==> src/sv/hce_pkg.sv <==
// Shared types, constants and helpers of the chunked transfer encoder.
`timescale 1ns / 1ps
`default_nettype none
package hce_pkg;

	localparam int LENGTH_BITS = 24;
	localparam int CHUNK_BITS = 16;
	localparam int LEN_FIELD_BITS = 24;
	localparam int CFG_BITS = 16;
	localparam int CMP_BITS = (LENGTH_BITS > CHUNK_BITS) ? LENGTH_BITS : CHUNK_BITS;
	localparam int NIB_MAX = (CHUNK_BITS + 3) / 4;
	localparam int HEX_BITS = NIB_MAX * 4;
	localparam int DIG_BITS = (NIB_MAX > 1) ? $clog2(NIB_MAX) : 1;
	localparam int QA = 2;
	localparam int QDEPTH = 1 << QA;

	localparam logic [CFG_BITS-1:0] MAX_CHUNK_RESET = 16'd4096;

	localparam logic [7:0] CH_CR = 8'h0d;
	localparam logic [7:0] CH_LF = 8'h0a;
	localparam logic [7:0] CH_ZERO = 8'h30;
	localparam logic [7:0] CH_A_OFS = 8'h57;
	localparam logic [3:0] HEX_MASK = 4'hf;

	typedef enum logic [1:0] {
		FUNC_BEGIN = 2'd0,
		FUNC_BYTE  = 2'd1,
		FUNC_FLUSH = 2'd2
	} func_t;

	typedef struct packed {
		logic [1:0]                func;
		logic [7:0]                data;
		logic [LEN_FIELD_BITS-1:0] write_length;
	} req_t;

	typedef struct packed {
		logic [7:0]  out_byte;
		logic        last;
		logic [31:0] payload_total;
	} rsp_t;

	typedef struct packed {
		logic                  flush;
		logic                  header;
		logic                  trailer;
		logic [DIG_BITS-1:0]   top_dig;
		logic [CHUNK_BITS-1:0] chunk;
		logic [7:0]            data;
		logic [31:0]           cnt_pre;
		logic [31:0]           cnt_post;
	} job_t;

	typedef struct packed {
		logic empty;
		logic full;
	} q_stat_t;

	typedef enum logic [3:0] {
		ST_HEX,
		ST_HCR,
		ST_HLF,
		ST_DATA,
		ST_TCR,
		ST_TLF,
		ST_F0,
		ST_FCR1,
		ST_FLF1,
		ST_FCR2,
		ST_FLF2
	} step_t;

	function automatic logic [7:0] hex_char(input logic [3:0] nib);
		logic [7:0] ext;
		ext = {4'h0, nib & HEX_MASK};
		if (nib > 4'd9) begin
			return ext + CH_A_OFS;
		end
		return ext + CH_ZERO;
	endfunction

endpackage
`default_nettype wire

==> src/sv/hce_front.sv <==
// Front end: accepts words, tracks write and chunk state, and queues emission jobs.
`timescale 1ns / 1ps
`default_nettype none
module hce_front (
	input  wire logic            clk,
	input  wire logic            arst_n,
	input  wire logic            req_valid,
	output logic                 req_stall,
	input  wire hce_pkg::req_t   req,
	input  wire logic            cfg_we,
	input  wire logic [hce_pkg::CFG_BITS-1:0] cfg_data,
	input  wire hce_pkg::q_stat_t stat,
	output logic                 push,
	output hce_pkg::job_t        job
);

	logic [hce_pkg::LENGTH_BITS-1:0] wr_q, wr_d;
	logic [hce_pkg::CHUNK_BITS-1:0]  cr_q, cr_d;
	logic [31:0]                     cnt_q, cnt_d;
	logic [hce_pkg::CFG_BITS-1:0]    maxc_cfg_q;

	logic                            accept;
	logic [hce_pkg::LENGTH_BITS-1:0] len;
	logic [hce_pkg::CHUNK_BITS-1:0]  maxc;
	logic [hce_pkg::CHUNK_BITS-1:0]  chunk;
	logic [hce_pkg::CHUNK_BITS-1:0]  cr_eff;
	logic [hce_pkg::HEX_BITS-1:0]    chunk_hex;
	logic [hce_pkg::DIG_BITS-1:0]    top_dig;
	logic [31:0]                     cnt_inc;

	assign req_stall = stat.full;
	assign accept = req_valid && !stat.full;
	assign len = hce_pkg::LENGTH_BITS'({8'd0, req.write_length});
	assign cnt_inc = cnt_q + 32'd1;

	always_comb begin
		maxc = maxc_cfg_q[hce_pkg::CHUNK_BITS-1:0];
		if (maxc == '0) begin
			maxc = hce_pkg::CHUNK_BITS'(1);
		end
		if (hce_pkg::CMP_BITS'(wr_q) < hce_pkg::CMP_BITS'(maxc)) begin
			chunk = hce_pkg::CHUNK_BITS'(hce_pkg::CMP_BITS'(wr_q));
		end else begin
			chunk = maxc;
		end
		cr_eff = (cr_q == '0) ? chunk : cr_q;
	end

	always_comb begin
		chunk_hex = hce_pkg::HEX_BITS'(chunk);
		top_dig = '0;
		for (int d = 0; d < hce_pkg::NIB_MAX; d++) begin
			if (chunk_hex[d*4 +: 4] != 4'h0) begin
				top_dig = hce_pkg::DIG_BITS'(d);
			end
		end
	end

	always_comb begin
		wr_d = wr_q;
		cr_d = cr_q;
		cnt_d = cnt_q;
		push = 1'b0;
		job.flush = 1'b0;
		job.header = (cr_q == '0);
		job.trailer = (cr_eff == hce_pkg::CHUNK_BITS'(1));
		job.top_dig = top_dig;
		job.chunk = chunk;
		job.data = req.data;
		job.cnt_pre = cnt_q;
		job.cnt_post = cnt_inc;
		case (req.func)
			hce_pkg::FUNC_BEGIN: begin
				wr_d = len;
				cr_d = '0;
			end
			hce_pkg::FUNC_BYTE: begin
				if (wr_q != '0) begin
					push = accept;
					wr_d = wr_q - hce_pkg::LENGTH_BITS'(1);
					cr_d = cr_eff - hce_pkg::CHUNK_BITS'(1);
					cnt_d = cnt_inc;
				end
			end
			hce_pkg::FUNC_FLUSH: begin
				push = accept;
				job.flush = 1'b1;
				job.cnt_post = cnt_q;
				wr_d = '0;
				cr_d = '0;
			end
			default: begin
			end
		endcase
	end

	always_ff @(posedge clk or negedge arst_n) begin
		if (!arst_n) begin
			wr_q <= '0;
			cr_q <= '0;
			cnt_q <= '0;
			maxc_cfg_q <= hce_pkg::MAX_CHUNK_RESET;
		end else begin
			if (accept) begin
				wr_q <= wr_d;
				cr_q <= cr_d;
				cnt_q <= cnt_d;
			end
			if (cfg_we) begin
				maxc_cfg_q <= cfg_data;
			end
		end
	end

	// The open chunk can never outlast the open write.
	a_chunk_in_write: assert property (@(posedge clk) disable iff (!arst_n)
		hce_pkg::CMP_BITS'(cr_q) <= hce_pkg::CMP_BITS'(wr_q))
		else $error("chunk count exceeds write count");

	a_push_room: assert property (@(posedge clk) disable iff (!arst_n)
		push |-> !stat.full)
		else $error("job pushed into a full queue");

endmodule
`default_nettype wire

==> src/sv/hce_fifo.sv <==
// Short job queue between the front and back ends.
`timescale 1ns / 1ps
`default_nettype none
module hce_fifo (
	input  wire logic             clk,
	input  wire logic             arst_n,
	input  wire logic             push,
	input  wire hce_pkg::job_t    wdata,
	input  wire logic             pop,
	output hce_pkg::job_t         head,
	output hce_pkg::q_stat_t      stat
);

	hce_pkg::job_t               mem_q [hce_pkg::QDEPTH];
	logic [hce_pkg::QA-1:0]      wptr_q;
	logic [hce_pkg::QA-1:0]      rptr_q;
	logic [hce_pkg::QA:0]        count_q;

	assign head = mem_q[rptr_q];
	assign stat.empty = (count_q == '0);
	assign stat.full = (count_q == (hce_pkg::QA + 1)'(hce_pkg::QDEPTH));

	always_ff @(posedge clk) begin
		if (push) begin
			mem_q[wptr_q] <= wdata;
		end
	end

	always_ff @(posedge clk or negedge arst_n) begin
		if (!arst_n) begin
			wptr_q <= '0;
			rptr_q <= '0;
			count_q <= '0;
		end else begin
			if (push) begin
				wptr_q <= wptr_q + hce_pkg::QA'(1);
			end
			if (pop) begin
				rptr_q <= rptr_q + hce_pkg::QA'(1);
			end
			if (push && !pop) begin
				count_q <= count_q + (hce_pkg::QA + 1)'(1);
			end else if (pop && !push) begin
				count_q <= count_q - (hce_pkg::QA + 1)'(1);
			end
		end
	end

	a_count_bound: assert property (@(posedge clk) disable iff (!arst_n)
		count_q <= (hce_pkg::QA + 1)'(hce_pkg::QDEPTH))
		else $error("queue occupancy beyond depth");

endmodule
`default_nettype wire

==> src/sv/hce_back.sv <==
// Back end: sequences each queued job into encoded bytes behind an output register.
`timescale 1ns / 1ps
`default_nettype none
module hce_back (
	input  wire logic             clk,
	input  wire logic             arst_n,
	input  wire hce_pkg::job_t    head,
	input  wire hce_pkg::q_stat_t stat,
	output logic                  pop,
	output logic                  rsp_valid,
	input  wire logic             rsp_stall,
	output hce_pkg::rsp_t         rsp
);

	hce_pkg::job_t                cur_q;
	logic                         cur_valid_q;
	hce_pkg::step_t               step_q;
	logic [hce_pkg::DIG_BITS-1:0] dig_q;
	logic                         rsp_valid_q;
	hce_pkg::rsp_t                rsp_q;

	hce_pkg::job_t                act_job;
	hce_pkg::step_t               act_step;
	logic [hce_pkg::DIG_BITS-1:0] act_dig;
	hce_pkg::step_t               nxt_step;
	logic [hce_pkg::DIG_BITS-1:0] nxt_dig;
	logic                         done;
	logic                         out_free;
	logic                         emit;
	logic [hce_pkg::HEX_BITS-1:0] hex_shift;
	logic [7:0]                   byte_d;
	logic [31:0]                  total_d;

	assign out_free = !rsp_valid_q || !rsp_stall;
	assign emit = (cur_valid_q || !stat.empty) && out_free;
	assign pop = emit && !cur_valid_q;
	assign rsp_valid = rsp_valid_q;
	assign rsp = rsp_q;

	always_comb begin
		if (cur_valid_q) begin
			act_job = cur_q;
			act_step = step_q;
			act_dig = dig_q;
		end else begin
			act_job = head;
			act_dig = head.top_dig;
			if (head.flush) begin
				act_step = hce_pkg::ST_F0;
			end else if (head.header) begin
				act_step = hce_pkg::ST_HEX;
			end else begin
				act_step = hce_pkg::ST_DATA;
			end
		end
	end

	// Next step of the byte sequencer.
	always_comb begin
		nxt_step = act_step;
		nxt_dig = act_dig;
		done = 1'b0;
		case (act_step)
			hce_pkg::ST_HEX: begin
				if (act_dig == '0) begin
					nxt_step = hce_pkg::ST_HCR;
				end else begin
					nxt_dig = act_dig - hce_pkg::DIG_BITS'(1);
				end
			end
			hce_pkg::ST_HCR: nxt_step = hce_pkg::ST_HLF;
			hce_pkg::ST_HLF: nxt_step = hce_pkg::ST_DATA;
			hce_pkg::ST_DATA: begin
				if (act_job.trailer) begin
					nxt_step = hce_pkg::ST_TCR;
				end else begin
					done = 1'b1;
				end
			end
			hce_pkg::ST_TCR: nxt_step = hce_pkg::ST_TLF;
			hce_pkg::ST_F0: nxt_step = hce_pkg::ST_FCR1;
			hce_pkg::ST_FCR1: nxt_step = hce_pkg::ST_FLF1;
			hce_pkg::ST_FLF1: nxt_step = hce_pkg::ST_FCR2;
			hce_pkg::ST_FCR2: nxt_step = hce_pkg::ST_FLF2;
			default: done = 1'b1;
		endcase
	end

	// Byte and running total for the current step.
	always_comb begin
		hex_shift = hce_pkg::HEX_BITS'(act_job.chunk) >> {act_dig, 2'b00};
		byte_d = hce_pkg::CH_CR;
		total_d = act_job.cnt_post;
		case (act_step)
			hce_pkg::ST_HEX: begin
				byte_d = hce_pkg::hex_char(hex_shift[3:0]);
				total_d = act_job.cnt_pre;
			end
			hce_pkg::ST_HCR: total_d = act_job.cnt_pre;
			hce_pkg::ST_HLF: begin
				byte_d = hce_pkg::CH_LF;
				total_d = act_job.cnt_pre;
			end
			hce_pkg::ST_DATA: byte_d = act_job.data;
			hce_pkg::ST_TCR: byte_d = hce_pkg::CH_CR;
			hce_pkg::ST_TLF: byte_d = hce_pkg::CH_LF;
			hce_pkg::ST_F0: byte_d = hce_pkg::CH_ZERO;
			hce_pkg::ST_FLF1: byte_d = hce_pkg::CH_LF;
			hce_pkg::ST_FLF2: byte_d = hce_pkg::CH_LF;
			default: byte_d = hce_pkg::CH_CR;
		endcase
	end

	always_ff @(posedge clk or negedge arst_n) begin
		if (!arst_n) begin
			cur_valid_q <= 1'b0;
			step_q <= hce_pkg::ST_DATA;
			dig_q <= '0;
			rsp_valid_q <= 1'b0;
		end else begin
			if (out_free) begin
				rsp_valid_q <= emit;
			end
			if (emit) begin
				cur_valid_q <= !done;
				step_q <= nxt_step;
				dig_q <= nxt_dig;
			end
		end
	end

	always_ff @(posedge clk) begin
		if (pop) begin
			cur_q <= head;
		end
		if (emit) begin
			rsp_q.out_byte <= byte_d;
			rsp_q.last <= done;
			rsp_q.payload_total <= total_d;
		end
	end

	a_pop_nonempty: assert property (@(posedge clk) disable iff (!arst_n)
		pop |-> !stat.empty)
		else $error("job taken from an empty queue");

endmodule
`default_nettype wire

==> src/sv/http_chunked_encoder.sv <==
// Top level of the chunked transfer encoder: front end, job queue and back end.
// An accepted word's job is written into the job queue, then the back end registers
// its first encoded byte at the output. The sequencer emits one encoded byte per cycle
// while rsp_stall allows; a chunk opening adds header bytes, and a flush emits five bytes.
// The four-entry job queue lets words be taken while header bytes are still going out.
// Reset (arst_n low) clears write, chunk and byte counts, empties the queue and sets
// the maximum chunk size to 4096.
`timescale 1ns / 1ps
`default_nettype none
module http_chunked_encoder (
	input  wire logic            clk,
	input  wire logic            arst_n,
	input  wire logic            req_valid,
	output logic                 req_stall,
	input  wire hce_pkg::req_t   req,
	output logic                 rsp_valid,
	input  wire logic            rsp_stall,
	output hce_pkg::rsp_t        rsp,
	input  wire logic            cfg_we,
	input  wire logic [hce_pkg::CFG_BITS-1:0] cfg_data
);

	hce_pkg::q_stat_t stat;
	hce_pkg::job_t    push_job;
	hce_pkg::job_t    head;
	logic             push;
	logic             pop;

	hce_front u_front (
		.clk       (clk),
		.arst_n    (arst_n),
		.req_valid (req_valid),
		.req_stall (req_stall),
		.req       (req),
		.cfg_we    (cfg_we),
		.cfg_data  (cfg_data),
		.stat      (stat),
		.push      (push),
		.job       (push_job)
	);

	hce_fifo u_fifo (
		.clk    (clk),
		.arst_n (arst_n),
		.push   (push),
		.wdata  (push_job),
		.pop    (pop),
		.head   (head),
		.stat   (stat)
	);

	hce_back u_back (
		.clk       (clk),
		.arst_n    (arst_n),
		.head      (head),
		.stat      (stat),
		.pop       (pop),
		.rsp_valid (rsp_valid),
		.rsp_stall (rsp_stall),
		.rsp       (rsp)
	);

endmodule
`default_nettype wire

==> config.mk <==
export PLATFORM = sky130hd
export DESIGN_NAME = http_chunked_encoder
export DESIGN_NICKNAME = d
export VERILOG_FILES = /design/src/sv/hce_pkg.sv /design/src/sv/hce_front.sv /design/src/sv/hce_fifo.sv /design/src/sv/hce_back.sv /design/src/sv/http_chunked_encoder.sv
export SDC_FILE = /design/constraint.sdc
export NUM_CORES = 1
export LEC_CHECK = 0
export BUFFER_PORTS_ARGS = -buffer_cell sky130_fd_sc_hd__buf_4
export CAP_MARGIN = 20
export CORE_UTILIZATION = 56
export DETAILED_ROUTE_END_ITERATION = 8
export HOLD_SLACK_MARGIN = 0.1
export PLACE_DENSITY = 0.81
export SYNTH_ARGS = -nofsm -noshare
export SYNTH_HDL_FRONTEND = slang
export SYNTH_SLANG_ARGS = --single-unit
==> constraint.sdc <==
create_clock -name clk -period 4.9 [get_ports clk]
set_clock_uncertainty 0.1 [all_clocks]
set_input_delay 0.98 -clock clk [delete_from_list [all_inputs] [get_ports clk]]
set_output_delay 0.98 -clock clk [all_outputs]
set_load 0.02 [all_outputs]
==> run metrics <==
outcome=finished clean; pwr/cell area=616 mW/mm^2; clk slew on worst S/H paths=0.06 ns; Sum Neg Setup Slack=0 ns; post-synth net total=1,611; worst-path maximum fanout=19; Clock Tree Buf Depth=3; largest net degree at the start of global routing=68; Final Util=65.0%; synth warn=0; buffer count from post-CTS setup fixing=0; max_slew headroom=30.6%; Worst Max-Slew Pin Slew=1.03 ns; final hold viol count=0; initial core utilization=57.2%; pre-CTS setup slack=0.848 ns; Core ar.=0.0445 mm^2; PnR worst setup slack=0.701 ns; gr usage total=23.2%; layout cell share with drive strength beyond 1=22.7%; layout filler cell count=2,932; Worst Setup Start Kind=flop; Die Y=215 um; ANT nets after route=0; Final nets=1,733; vias in the first global route=14,500; RSZ-0062 raised after global routing=false; post-cts resize count=0; Max-Cap Viols=0; register bit total from synthesis=605; cts-stage hold buffer count=0; shortest period the worst path allows=4.20 ns; Critical Path AT=4.44 ns; TritonRoute pass-1 iters=6; most area-consuming cells after synthesis=edfxtp_1 59%, mux4_2 11%, dfrtp_1 9.8%; Sequential Area=0.0177 mm^2; count of non-filler cells in the finished layout=2,290; cells after synthesis=1,526; Final GP Congestion=0.946; worst hold path class=flop to flop; first-pass GRT wire length=82.2 mm; DR iter-0 viols=1,445; footprint of the multi-input gates=0.00739 mm^2; WP data required=5.14 ns; worst vdd ir=406 uV; setup violators final=0; Tot Pwr=17.8 mW; Seq/Total Area, Yosys=69.3%; Cells after DPL=2,179; Cell Area, Placed=0.0270 mm^2; Cell variety after synth=78; DIE AREA=0.0463 mm^2; synth-to-layout area growth=13.7%; Hold WS=0.379 ns; Port Buffer Count=97; post-synth top area cell=edfxtp_1; CTS tree=done; GRT overflow=0; Critical Path End Type=flop; Num Clock Sinks=605; initial antenna violation count=1; Root Driver=clkbuf_16; final instance area=0.0290 mm^2; asr flop ratio synth=17.0%; period utilization=85.7%; DR vias/cell=6.20; ANT cells=0; H-tree depth=2; Synth top area share=59.2%; detailed placer's ending HPWL=32.2 mm; Detailed Route WL=53.1 mm; R2R Setup Slk=0.70 ns; syn avg cell area=16.7 um^2; CTS buffer count=58; synthesized area=0.0255 mm^2; DRC violations left=0; final max-slew violation count=0; IO Pins=98; EDFF count, synth=502; max frequency=238 MHz; main flop type after synthesis=edfxtp_1; Skew-Pair Late Insertion Delay=0.63 ns; Vias=14,200; Die Wd=215 um; P_leak=10.4 nW; Cell Rows=77; WL/cell=23.2 um; CP Class=flop to flop
## layer usage
metal  vias up  routed length [um]  GRT usage, %
met5         -                  13             0
met4         2                1630          8.70
met3       109                3460          3.74
met2       595               26600          39.0
met1      7222               21300          30.7
li1       6260                   -             -
## layout by cell type, fill, tap and decap left out, types with 9 or more instances in the layout
cell / Yosys / routed
edfxtp_1: 502 / 502
nand2_1: 88 / 88
mux2i_1: 25 / 25
o21ai_0: 86 / 86
a22oi_1: 20 / 20
nor2_1: 72 / 72
nand3_1: 32 / 32
inv_1: 39 / 37
clkbuf_1: 35 / 20
nor4_1: 10 / 10
buf_12: 0 / 9
mux2_2: 11 / 11
dfrtp_1: 100 / 97
a21oi_1: 47 / 47
and2_1: 16 / 12
xnor2_1: 34 / 34
mux4_2: 129 / 129
nor3_1: 33 / 33
or3_1: 11 / 11
buf_4: 4 / 117
clkbuf_16: 0 / 59
and3_1: 10 / 10
xor2_1: 40 / 40
ha_1: 29 / 29
## worst paths after layout
| kind | startpoint | to | depth (start not counted) |
|---|---|---|---|
| max reg2reg | u_front.maxc_cfg_q[12]$_DFFE_PN1P_ | u_fifo.mem_q[3][90]$_DFFE_PP_ | 13 |
| min | u_back.step_q[1]$_DFFE_PN1P_ | u_back.step_q[1]$_DFFE_PN1P_ | 2 |
| max | u_front.maxc_cfg_q[12]$_DFFE_PN1P_ | u_fifo.mem_q[3][90]$_DFFE_PP_ | 13 |
| min in group asynchronous | arst_n | u_front.wr_q[16]$_DFFE_PN0P_ | 1 |
| min reg2reg | u_back.step_q[1]$_DFFE_PN1P_ | u_back.step_q[1]$_DFFE_PN1P_ | 2 |
| max in group asynchronous | arst_n | u_front.maxc_cfg_q[12]$_DFFE_PN1P_ | 2 |
## state kept, by name, summed over array words and instances (netlist names), 2 cells and up
signal and count:
u_front.cnt_q 32, u_back.dig_q 2, u_front.maxc_cfg_q 16, u_back.rsp 41, u_front.wr_q 24, u_fifo.mem_q 372
u_back.step_q 4, u_front.cr_q 16, u_back.cur_q 89, u_fifo.count_q 3, u_fifo.rptr_q 2, u_fifo.wptr_q 2
## area by class of cell
cell class                 instances  share of cell area [%]
inverter                          41                   0.545
clock buffer                      86                    5.69
multi-input combinational        815                    25.5
sequential                       605                    61.0
timing repair buffer             127                    3.67
tap                              592                    2.56
clock inverter                    24                   0.985
## worst max-delay path, cell delays in order, from the launching register on
cell       delay, ns
dfstp_2         0.55
inv_1           0.07
ha_1            0.26
and4_1          0.27
o2111ai_2       0.29
o21ai_4         0.61
nor2_1          0.08
a21oi_1         0.39
a21oi_1         0.16
inv_1           0.12
ha_1            0.15
nor4bb_1        0.29
nand4_1         0.13
nor3_1          0.45
## cell usage after synthesis, drive strengths merged, types with 8 or more instances
| master | number |
|---|---|
| inv | 40 |
| or3 | 11 |
| a22oi | 20 |
| nor3 | 35 |
| edfxtp | 502 |
| nand2 | 88 |
| mux2 | 11 |
| o21ai | 89 |
| and2 | 16 |
| dfrtp | 100 |
| ha | 29 |
| and3 | 10 |
| xnor2 | 34 |
| xor2 | 40 |
| nor2b | 8 |
| nand3 | 33 |
| buf | 30 |
| nor2 | 72 |
| a211oi | 9 |
| nor4 | 13 |
| clkbuf | 35 |
| mux2i | 26 |
| mux4 | 129 |
| a21oi | 47 |
## cells by family (layout without fill, tap and decap cells)
| kind of cell | after synthesis | in the layout | synth area share (%) |
|---|---|---|---|
| flops | 605 | 605 | 69.3 |
| simple gates | 320 | 320 | 6.27 |
| compound gates | 225 | 225 | 5.71 |
| mux | 166 | 166 | 12.9 |
| buf+inv | 106 | 278 | 1.72 |
| xor+xnor | 74 | 74 | 2.54 |
| fa+ha+maj | 30 | 30 | 1.50 |
## power by group
group	internal (mW)	switching, mW	total (mW)
clock network	2.60	1.87	4.47
logic	2.65	3.35	6.01
registers	6.76	0.607	7.37
total	12.0	5.83	17.8
Power figures use the tool's default switching activity.
